--- config.mk ---
export PLATFORM = sky130hd
export DESIGN_NAME = pcg_hash_range_generator
export DESIGN_NICKNAME = d
export VERILOG_FILES = /design/src/sv/pcgh_pkg.sv /design/src/sv/pcgh_mul.sv /design/src/sv/pcgh_rem.sv /design/src/sv/pcg_hash_range_generator.sv
export VERILOG_INCLUDE_DIRS = /design/src /design/src/sv
export SDC_FILE = /design/constraint.sdc
export NUM_CORES = 2
export LEC_CHECK = 0
export BUFFER_PORTS_ARGS = -buffer_cell sky130_fd_sc_hd__buf_4
export CAP_MARGIN = 5
export CORE_UTILIZATION = 50
export DETAILED_ROUTE_END_ITERATION = 12
export PLACE_DENSITY = 0.64
export SYNTH_ARGS = -nofsm -noshare
export SYNTH_HDL_FRONTEND = slang
export SYNTH_HIERARCHICAL = 1
export SYNTH_SLANG_ARGS = --single-unit
export TNS_END_PERCENT = 30
--- constraint.sdc ---
create_clock -name aclk -period 25.1 [get_ports aclk]
set_clock_uncertainty 0.2 [all_clocks]
set_input_delay 2.51 -clock aclk [delete_from_list [all_inputs] [get_ports aclk]]
set_output_delay 2.51 -clock aclk [all_outputs]
set_load 0.01 [all_outputs]
--- src/sv/pcg_hash_range_generator_defines.svh ---
// Assertion macros shared by the block's modules.
`ifndef PCG_HASH_RANGE_GENERATOR_DEFINES_SVH
`define PCG_HASH_RANGE_GENERATOR_DEFINES_SVH

// Same-cycle implication, checked outside reset.
`define PCGH_ASSERT_NOW(label, ante, cons, msg) \
    label: assert property (@(posedge aclk) disable iff (!aresetn) (ante) |-> (cons)) \
        else $error(msg);

// Next-cycle implication, checked outside reset.
`define PCGH_ASSERT_NEXT(label, ante, cons, msg) \
    label: assert property (@(posedge aclk) disable iff (!aresetn) (ante) |=> (cons)) \
        else $error(msg);

`endif

--- src/sv/pcgh_pkg.sv ---
package pcgh_pkg;

    localparam int WordWidth  = 32;
    localparam int CfgIdxWidth = 8;

    typedef logic [WordWidth-1:0]   word_t;
    typedef logic [CfgIdxWidth-1:0] cfg_idx_t;

    localparam cfg_idx_t CfgIdxLow  = cfg_idx_t'(0);
    localparam cfg_idx_t CfgIdxHigh = cfg_idx_t'(1);

    localparam word_t PcgMulA = 32'd747796405;
    localparam word_t PcgAddA = 32'd2891336453;
    localparam word_t PcgMulB = 32'd277803737;
    localparam int    PcgSelShift = 28;
    localparam int    PcgSelBias  = 4;
    localparam int    PcgOutShift = 22;

    localparam word_t RangeLowReset  = 32'h0000_0000;
    localparam word_t RangeHighReset = 32'hFFFF_FFFF;

    typedef enum logic [3:0] {
        ST_IDLE,
        ST_MUL_A,
        ST_ADD,
        ST_XS,
        ST_MUL_B,
        ST_FOLD,
        ST_SPAN,
        ST_REM,
        ST_OUT
    } state_t;

    // remainder unit handshake
    typedef struct packed {
        logic busy;
        logic done;
    } rem_status_t;

endpackage

--- src/sv/pcgh_mul.sv ---
module pcgh_mul (
    input  logic           aclk,
    input  pcgh_pkg::word_t a,
    input  pcgh_pkg::word_t b,
    output pcgh_pkg::word_t prod
);
    import pcgh_pkg::*;

    word_t prod_reg;
    word_t prod_next;

    // low word of the product only: wrapping multiply
    always_comb begin
        prod_next = word_t'(a * b);
    end

    always_ff @(posedge aclk) begin
        prod_reg <= prod_next;
    end

    assign prod = prod_reg;

endmodule

--- src/sv/pcgh_rem.sv ---
`include "pcg_hash_range_generator_defines.svh"

module pcgh_rem (
    input  logic                  aclk,
    input  logic                  aresetn,
    input  logic                  start,
    input  pcgh_pkg::word_t       dividend,
    input  pcgh_pkg::word_t       divisor,
    output pcgh_pkg::rem_status_t status,
    output pcgh_pkg::word_t       remainder
);
    import pcgh_pkg::*;

    localparam int CntWidth = $clog2(WordWidth);

    logic                busy_reg, busy_next;
    logic                done_reg, done_next;
    logic [CntWidth-1:0] cnt_reg, cnt_next;
    word_t               dvd_reg, dvd_next;
    word_t               div_reg, div_next;
    word_t               rem_reg, rem_next;
    logic [WordWidth:0]  trial;
    logic [WordWidth:0]  diff;

    // restoring remainder, one dividend bit a cycle
    always_comb begin
        busy_next = busy_reg;
        done_next = 1'b0;
        cnt_next  = cnt_reg;
        dvd_next  = dvd_reg;
        div_next  = div_reg;
        rem_next  = rem_reg;
        trial     = {rem_reg, dvd_reg[WordWidth-1]};
        diff      = trial - {1'b0, div_reg};
        if (start) begin
            busy_next = 1'b1;
            cnt_next  = '0;
            dvd_next  = dividend;
            div_next  = divisor;
            rem_next  = '0;
        end else if (busy_reg) begin
            dvd_next = {dvd_reg[WordWidth-2:0], 1'b0};
            if (!diff[WordWidth]) begin
                rem_next = diff[WordWidth-1:0];
            end else begin
                rem_next = trial[WordWidth-1:0];
            end
            cnt_next = cnt_reg + 1'b1;
            if (cnt_reg == CntWidth'(WordWidth - 1)) begin
                busy_next = 1'b0;
                done_next = 1'b1;
            end
        end
    end

    always_ff @(posedge aclk) begin
        if (!aresetn) begin
            busy_reg <= 1'b0;
            done_reg <= 1'b0;
            cnt_reg  <= '0;
        end else begin
            busy_reg <= busy_next;
            done_reg <= done_next;
            cnt_reg  <= cnt_next;
        end
        dvd_reg <= dvd_next;
        div_reg <= div_next;
        rem_reg <= rem_next;
    end

    assign status.busy = busy_reg;
    assign status.done = done_reg;
    assign remainder   = rem_reg;

    `PCGH_ASSERT_NEXT(a_start_busy, start, busy_reg && cnt_reg == '0, "rem: start did not arm")
    `PCGH_ASSERT_NOW(a_rem_below, done_reg, rem_reg < div_reg, "rem: remainder not below divisor")
    `PCGH_ASSERT_NOW(a_done_idle, done_reg, !busy_reg, "rem: done while still busy")

endmodule

--- src/sv/pcg_hash_range_generator.sv ---
// Load word: no result; loads can be taken one per cycle while idle. Draw word: two passes
// through the shared multiplier and the 32-step remainder unit before m_valid; the
// full-range case skips the remainder. A new word is taken only in idle, so draws do
// not overlap; s_ready is low while a draw is in flight or a result is blocked. aresetn
// (synchronous, active low) clears the seed and range_low, sets range_high to all ones,
// empties the output.
`include "pcg_hash_range_generator_defines.svh"

module pcg_hash_range_generator (
    input  logic                 aclk,
    input  logic                 aresetn,
    input  logic                 s_valid,
    output logic                 s_ready,
    input  logic                 s_mode,
    input  pcgh_pkg::word_t      s_seed_value,
    output logic                 m_valid,
    input  logic                 m_ready,
    output pcgh_pkg::word_t      m_value,
    input  logic                 cfg_valid,
    output logic                 cfg_ready,
    input  pcgh_pkg::cfg_idx_t   cfg_index,
    input  pcgh_pkg::word_t      cfg_value
);
    import pcgh_pkg::*;

    state_t      state_reg, state_next;
    word_t       seed_reg, seed_next;
    word_t       low_reg, low_next;
    word_t       high_reg, high_next;
    word_t       work_reg, work_next;
    word_t       span_reg, span_next;
    logic        m_valid_reg, m_valid_next;
    word_t       m_value_reg, m_value_next;

    word_t       mul_a, mul_b, prod;
    logic        rem_start;
    rem_status_t rem_stat;
    word_t       rem_val;
    logic [4:0]  xs_amt;
    word_t       fold;
    logic        in_acc;

    pcgh_mul u_mul (
        .aclk (aclk),
        .a    (mul_a),
        .b    (mul_b),
        .prod (prod)
    );

    pcgh_rem u_rem (
        .aclk      (aclk),
        .aresetn   (aresetn),
        .start     (rem_start),
        .dividend  (seed_reg),
        .divisor   (span_reg),
        .status    (rem_stat),
        .remainder (rem_val)
    );

    assign s_ready   = (state_reg == ST_IDLE);
    assign cfg_ready = 1'b1;
    assign in_acc    = s_valid && s_ready;

    assign xs_amt = 5'(work_reg[WordWidth-1:PcgSelShift]) + 5'(PcgSelBias);
    assign fold   = (prod >> PcgOutShift) ^ prod;

    always_comb begin
        state_next   = state_reg;
        seed_next    = seed_reg;
        low_next     = low_reg;
        high_next    = high_reg;
        work_next    = work_reg;
        span_next    = span_reg;
        m_valid_next = m_valid_reg;
        m_value_next = m_value_reg;
        rem_start    = 1'b0;
        mul_a        = work_reg;
        mul_b        = PcgMulB;

        if (m_valid_reg && m_ready) begin
            m_valid_next = 1'b0;
        end

        if (cfg_valid) begin
            if (cfg_index == CfgIdxLow) begin
                low_next = cfg_value;
            end else if (cfg_index == CfgIdxHigh) begin
                high_next = cfg_value;
            end
        end

        unique case (state_reg)
            ST_IDLE: begin
                if (in_acc) begin
                    if (s_mode) begin
                        seed_next = s_seed_value;
                    end else begin
                        state_next = ST_MUL_A;
                    end
                end
            end
            ST_MUL_A: begin
                mul_a      = seed_reg;
                mul_b      = PcgMulA;
                state_next = ST_ADD;
            end
            ST_ADD: begin
                work_next  = prod + PcgAddA;
                state_next = ST_XS;
            end
            ST_XS: begin
                work_next  = (work_reg >> xs_amt) ^ work_reg;
                state_next = ST_MUL_B;
            end
            ST_MUL_B: begin
                state_next = ST_FOLD;
            end
            ST_FOLD: begin
                seed_next  = fold;
                span_next  = high_reg - low_reg + 1'b1;
                state_next = ST_SPAN;
            end
            ST_SPAN: begin
                // span wrapped to zero: full range, raw hash
                if (span_reg == '0) begin
                    work_next  = seed_reg;
                    state_next = ST_OUT;
                end else begin
                    rem_start  = 1'b1;
                    state_next = ST_REM;
                end
            end
            ST_REM: begin
                if (rem_stat.done) begin
                    work_next  = rem_val;
                    state_next = ST_OUT;
                end
            end
            ST_OUT: begin
                if (!m_valid_reg || m_ready) begin
                    m_valid_next = 1'b1;
                    m_value_next = low_reg + work_reg;
                    state_next   = ST_IDLE;
                end
            end
            default: begin
                state_next = ST_IDLE;
            end
        endcase
    end

    always_ff @(posedge aclk) begin
        if (!aresetn) begin
            state_reg   <= ST_IDLE;
            seed_reg    <= '0;
            low_reg     <= RangeLowReset;
            high_reg    <= RangeHighReset;
            m_valid_reg <= 1'b0;
        end else begin
            state_reg   <= state_next;
            seed_reg    <= seed_next;
            low_reg     <= low_next;
            high_reg    <= high_next;
            m_valid_reg <= m_valid_next;
        end
        work_reg    <= work_next;
        span_reg    <= span_next;
        m_value_reg <= m_value_next;
    end

    assign m_valid = m_valid_reg;
    assign m_value = m_value_reg;

    `PCGH_ASSERT_NEXT(a_load_seed, in_acc && s_mode, seed_reg == $past(s_seed_value), "load word did not set seed")
    `PCGH_ASSERT_NEXT(a_draw_start, in_acc && !s_mode, state_reg == ST_MUL_A, "draw word did not start hash")
    `PCGH_ASSERT_NOW(a_rem_owner, rem_stat.busy || rem_stat.done, state_reg == ST_REM, "remainder unit active outside its state")
    `PCGH_ASSERT_NOW(a_out_free, state_reg == ST_OUT && !m_valid_reg, state_next == ST_IDLE, "result held with free output")

endmodule
# ---- Word-level counts from Yosys, hierarchy flattened
# Cells that the tools add are included.
dict set report classes {
  n_mux 26
  n_reduce_logical 18
  mul 1
  shifts 1
  add_sub_neg 7
  eq_ne 16
  n_bitwise 5
}
# operator n
set ops {}
lappend ops {{$mux W32} 8}
lappend ops {{$pmux W32 S4} 1}
lappend ops {{$pmux W32 S2} 1}
lappend ops {{$pmux W4 S9} 1}
lappend ops {{$sub A33 B32 Y33} 1}
lappend ops {{$add A32 B1 Y32 const B} 1}
lappend ops {{$add A32 B32 Y32} 1}
lappend ops {{$add A32 B32 Y32 const B} 1}
lappend ops {{$logic_not A32 Y1} 1}
lappend ops {{$mul A32 B30 Y32} 1}
lappend ops {{$shr A32 B5 Y32} 1}
lappend ops {{$sub A32 B32 Y32} 1}
lappend ops {{$xor A10 B32 Y32} 1}
lappend ops {{$xor A32 B32 Y32} 1}
lappend ops {{$mux W30} 1}
lappend ops {{$mux W4} 5}
lappend ops {{$eq A4 B3 Y1 const B} 4}
lappend ops {{$mux W1} 9}
lappend ops {{$reduce_and A3 Y1} 3}
lappend ops {{$eq A4 B2 Y1 const B} 2}
lappend ops {{$eq A8 B1 Y1 const B} 1}
lappend ops {{$logic_not A8 Y1} 1}
lappend ops {{$ne A2 B1 Y1 const B} 3}
lappend ops {{$ne A2 B2 Y1 const B} 3}
lappend ops {{other kinds (16)} 21}
dict set report word_totals {
  output_inout_bits 35
  ff_bits 332
}

# ---- Logic depth before layout (Yosys ltp)
dict set report logic_depth {
  depth_word 4
  ltp_mapped 30
  ltp_nobuf 26
}

# ---- Hierarchy
# Netlist, hierarchy kept.
# mod cells_per_inst area_each_um2 seq_area_each_um2 instances
set modules_own_cells {}
lappend modules_own_cells {pcgh_mul 1737 16407.0 640.6 1}
lappend modules_own_cells {pcg_hash_range_generator 1551 13960.9 4904.7 1}
lappend modules_own_cells {pcgh_rem 560 5894.4 2702.6 1}

# ---- Worst setup path after synthesis
# No wires, ideal clock.
dict set report synth_timing {
  kind {reg-to-reg}
  from {register state_reg[1]}
  to {register u_mul.prod_reg[29] (netlist: u_mul/prod[29])}
  slack_ns 16.016
  required_ns 24.777
  path_stages_with_launch 29
  t_arrival_ns 8.761
  cell_sequence {dfxtp_1 clkbuf_1 nor4b_1 clkbuf_1 clkbuf_1 inv_1 clkbuf_1 clkbuf_1 and2_1 fa_1 inv_1 fa_1 fa_1 fa_1 inv_1 fa_1 inv_1 fa_1 inv_1 fa_1 fa_1 ha_1 o2111ai_1 or2_2 o221a_2 o21ai_2 o21a_4 nor4_1 a311o_2}
}
dict set report synth_via {
  elab_chain_len 3
}
# item line
set synth_rtl {}
lappend synth_rtl {{start, declared} pcg_hash_range_generator.sv:26} ;# state_t state_reg, state_next;
lappend synth_rtl {{start signal, assigned} pcg_hash_range_generator.sv:160} ;# state_reg <= state_next;
lappend synth_rtl {{$eq A4 B1 Y1} pcg_hash_range_generator.sv:92} ;# unique case (state_reg)
lappend synth_rtl {{$mux W30} pcg_hash_range_generator.sv:92}
lappend synth_rtl {{via mul_b[10]} pcg_hash_range_generator.sv:35} ;# word_t mul_a, mul_b, prod;
lappend synth_rtl {{$mul A32 B30 Y32} pcgh_mul.sv:14} ;# prod_next = word_t'(a * b);
lappend synth_rtl {{via u_mul.prod_next[29]} pcgh_mul.sv:10} ;# word_t prod_next;
lappend synth_rtl {{end signal, assigned} pcgh_mul.sv:18} ;# prod_reg <= prod_next;
lappend synth_rtl {{end, declared} pcgh_mul.sv:9} ;# word_t prod_reg;
# The timed path passes the listed nets, and every way through them passes these cells.
# A chain may end at the register's enable or synchronous reset.

# ---- Worst setup path after layout
dict set report layout_timing {
  from {register state_reg[0]}
  to {register u_mul.prod_reg[30] (netlist: u_mul/prod[30])}
}
dict set report layout_via {
  elab_chain_len 3
}
# item line
set layout_rtl {}
lappend layout_rtl {{$eq A4 B1 Y1} pcg_hash_range_generator.sv:92}
lappend layout_rtl {{$mux W32} pcg_hash_range_generator.sv:92}
lappend layout_rtl {{via mul_a[10]} pcg_hash_range_generator.sv:35}
lappend layout_rtl {{$mul A32 B30 Y32} pcgh_mul.sv:14}
lappend layout_rtl {{via u_mul.prod_next[30]} pcgh_mul.sv:10}
# The timed path passes the listed nets, and every way through them passes these cells.

==> results.yml <==
sta:
  grt_setup_unrepaired: "false"
  slew_violations: 0
  finalHoldWorstSlack_ns: 0.2491
  worst_slew_pin_slew_ns: 1.088
  max_clock_freq_mhz: 100.4
  layout_worst_path_cycle_share_pct: 39.69
  fin_tns_setup_ns: 0
  timing.max_slew.rel_slack_pct: 27.44
  setup_violations: 0
  layout_min_cycle_time_ns: 9.963
  timing.final.hold_violations: 0
placed_design:
  port_buffers: 111
  postPlaceCellArea_um2: 38110
  dp_hpwl_mm: 75.81
  place.gp.congestion: 0.9232
route:
  final_wirelength_mm: 101.3
  viasPerCell: 5.568
  route.detailed.wl_per_inst_um: 20.62
  detailedRoute.firstPassIterationCount: 5
  drc: 0
  detail-route-antenna-nets: 0
  vias: 27357
  drt-initial-drc-count: 2584
worst_setup_path:
  critPathMaxStageDelay_ns: 0.75
  data_required_time_at_the_worst_endpoint_ns: 25.33
  worstSetupPathType: "reg2reg"
  startpoint_type: "flop"
  worst-endpoint-arrival_ns: 10.20
  critical_path_endpoint_category: "flop"
  crit_path_frequent_cell: "fa_1"
  cp_top_family: "adder cells"
  cp_slowest_cell: "buf_4"
  top_fanout_value_on_the_critical_path: 85
  worst-path-buf-inv: 7
clocking:
  ctsLongestPathBuffers: 3
  clock_sinks: 332
  clock_insertion_delay_at_the_later_pin_of_the_skew_report_ns: 0.55
  postCtsSetupBuffers: 0
  cts_resized: 0
  worst_setup_hold_path_clk_slew_ns: 0.06
  tritoncts_clock_tree: "done"
  cts_made_buffers: 37
  cts-hold-fix-buffers: 0
  cts_max_level: 2
  clock-root-buffer: "clkbuf_16"
cells_and_area:
  synth_to_final_area_change_pct: 8.593
  filler_cell_count: 6525
  final_nets: 4672
  stdcell_area_um2: 39370
  area.sequential_um2: 8250
  drive_gt1_share_pct: 7.955
  multi_input_comb_area_um2: 25910
floorplan:
  design.core.area_um2: 71610
  rows: 98
  initial_cell_density_of_the_core_pct: 50.63
  pin_count: 113
  die_area_um2: 73590
  fp.dieW_um: 271.3
  floorplan.die.height_um: 271.3
global_route:
  first_global_vias: 26851
  grt_antenna_before_repair: 2
  grt.total_usage_pct: 27.64
  grt_overflow: 0
  grt_max_degree: 105
  grt_first_pass_wirelength_mm: 157.9
flow_run:
  max_cap_violations: 0
worst_hold_path:
  hp-class: "reg2reg"
synth:
  post_synth_inst_count: 3847
  synthesis.yosys.warnings: 6
  post_synth_design_cell_area_um2: 36250
  synth_area_per_cell_um2: 9.424
status:
  outcome: "complete, no violations"
-- path summary, 6_finish.rpt --
kind                                   from  depth (start not counted)  slack (ns)                          end
setup / recovery  state_reg[0]$_SDFFE_PN0P_                         27       15.14       u_mul/prod[30]$_DFF_P_
hold / removal       span_reg[31]$_DFFE_PP_                          0        0.25  u_rem/div_reg[31]$_DFFE_PP_
setup reg to reg  state_reg[0]$_SDFFE_PN0P_                         27       15.14       u_mul/prod[30]$_DFF_P_
hold reg to reg      span_reg[31]$_DFFE_PP_                          0        0.25  u_rem/div_reg[31]$_DFFE_PP_
-- per-stage QoR --
step                      util (%)  setup slack, ns  std cells
after floorplan                  -            16.02       3953
after global placement       53.23            15.39       4844
after detailed placement     53.23            15.23       4844
after CTS                    54.97            15.19       4910
after global routing         54.97            14.52       4910
final                        54.98            15.14       4913
-- layout make-up --
cell class | count | share of cell area (%)
well taps | 950 | 3.019
inverters | 461 | 4.395
repair buffers | 138 | 2.631
clock buffers | 47 | 2.581
clock inverters | 19 | 0.5911
diodes | 3 | 0.01907
flip-flops and latches | 332 | 20.96
multi-input cells | 2963 | 65.81
-- worst reg2reg max path, stage by stage, from the launching register on --
cell and delay, ns:
dfxtp_2 0.31, buf_4 0.49, nor4b_2 0.31, buf_4 0.74
buf_4 0.84, mux2_2 0.75, and2_1 0.26, fa_1 0.43
fa_1 0.43, fa_1 0.54, inv_1 0.05, fa_1 0.47
inv_1 0.05, fa_1 0.50, inv_1 0.05, fa_1 0.52
inv_1 0.05, fa_1 0.49, fa_1 0.42, ha_1 0.38
nand2_1 0.11, nor3_1 0.27, nand4_1 0.12, o21ai_0 0.26
o21bai_1 0.14, a31oi_1 0.26, nor4_1 0.09, a311o_1 0.32
-- cells in the final DEF (no fill, tap or decap), types with 45 or more instances in the layout --
cell type  instances
nand3_1           61
buf_4            138
a211oi_1          45
a21oi_1          138
fa_1             411
xnor2_1          160
xor2_1            74
and2_1           380
ha_1             250
dfxtp_1          170
edfxtp_1         160
mux2i_1          114
inv_1            460
a21boi_0          47
mux2_2            60
nor2_1           133
o21ai_0           68
nand2_1          479
conb_1           108
-- per-layer routing --
metal / part of all wire (%) / GRT usage, % / up-vias / wire length (µm)
li1: - / - / 12762 / -
met1: 47 / 41.51 / 13501 / 47480
met2: 43 / 41.66 / 955 / 44070
met3: 7.5 / 4.785 / 139 / 7632
met4: 2.1 / 5.648 / 0 / 2133
met5: 0 / 0 / - / 0
Power is left out: the tool's default activity adds up to more than one toggle a clock period on the data nets, which glitch-free logic cannot reach.
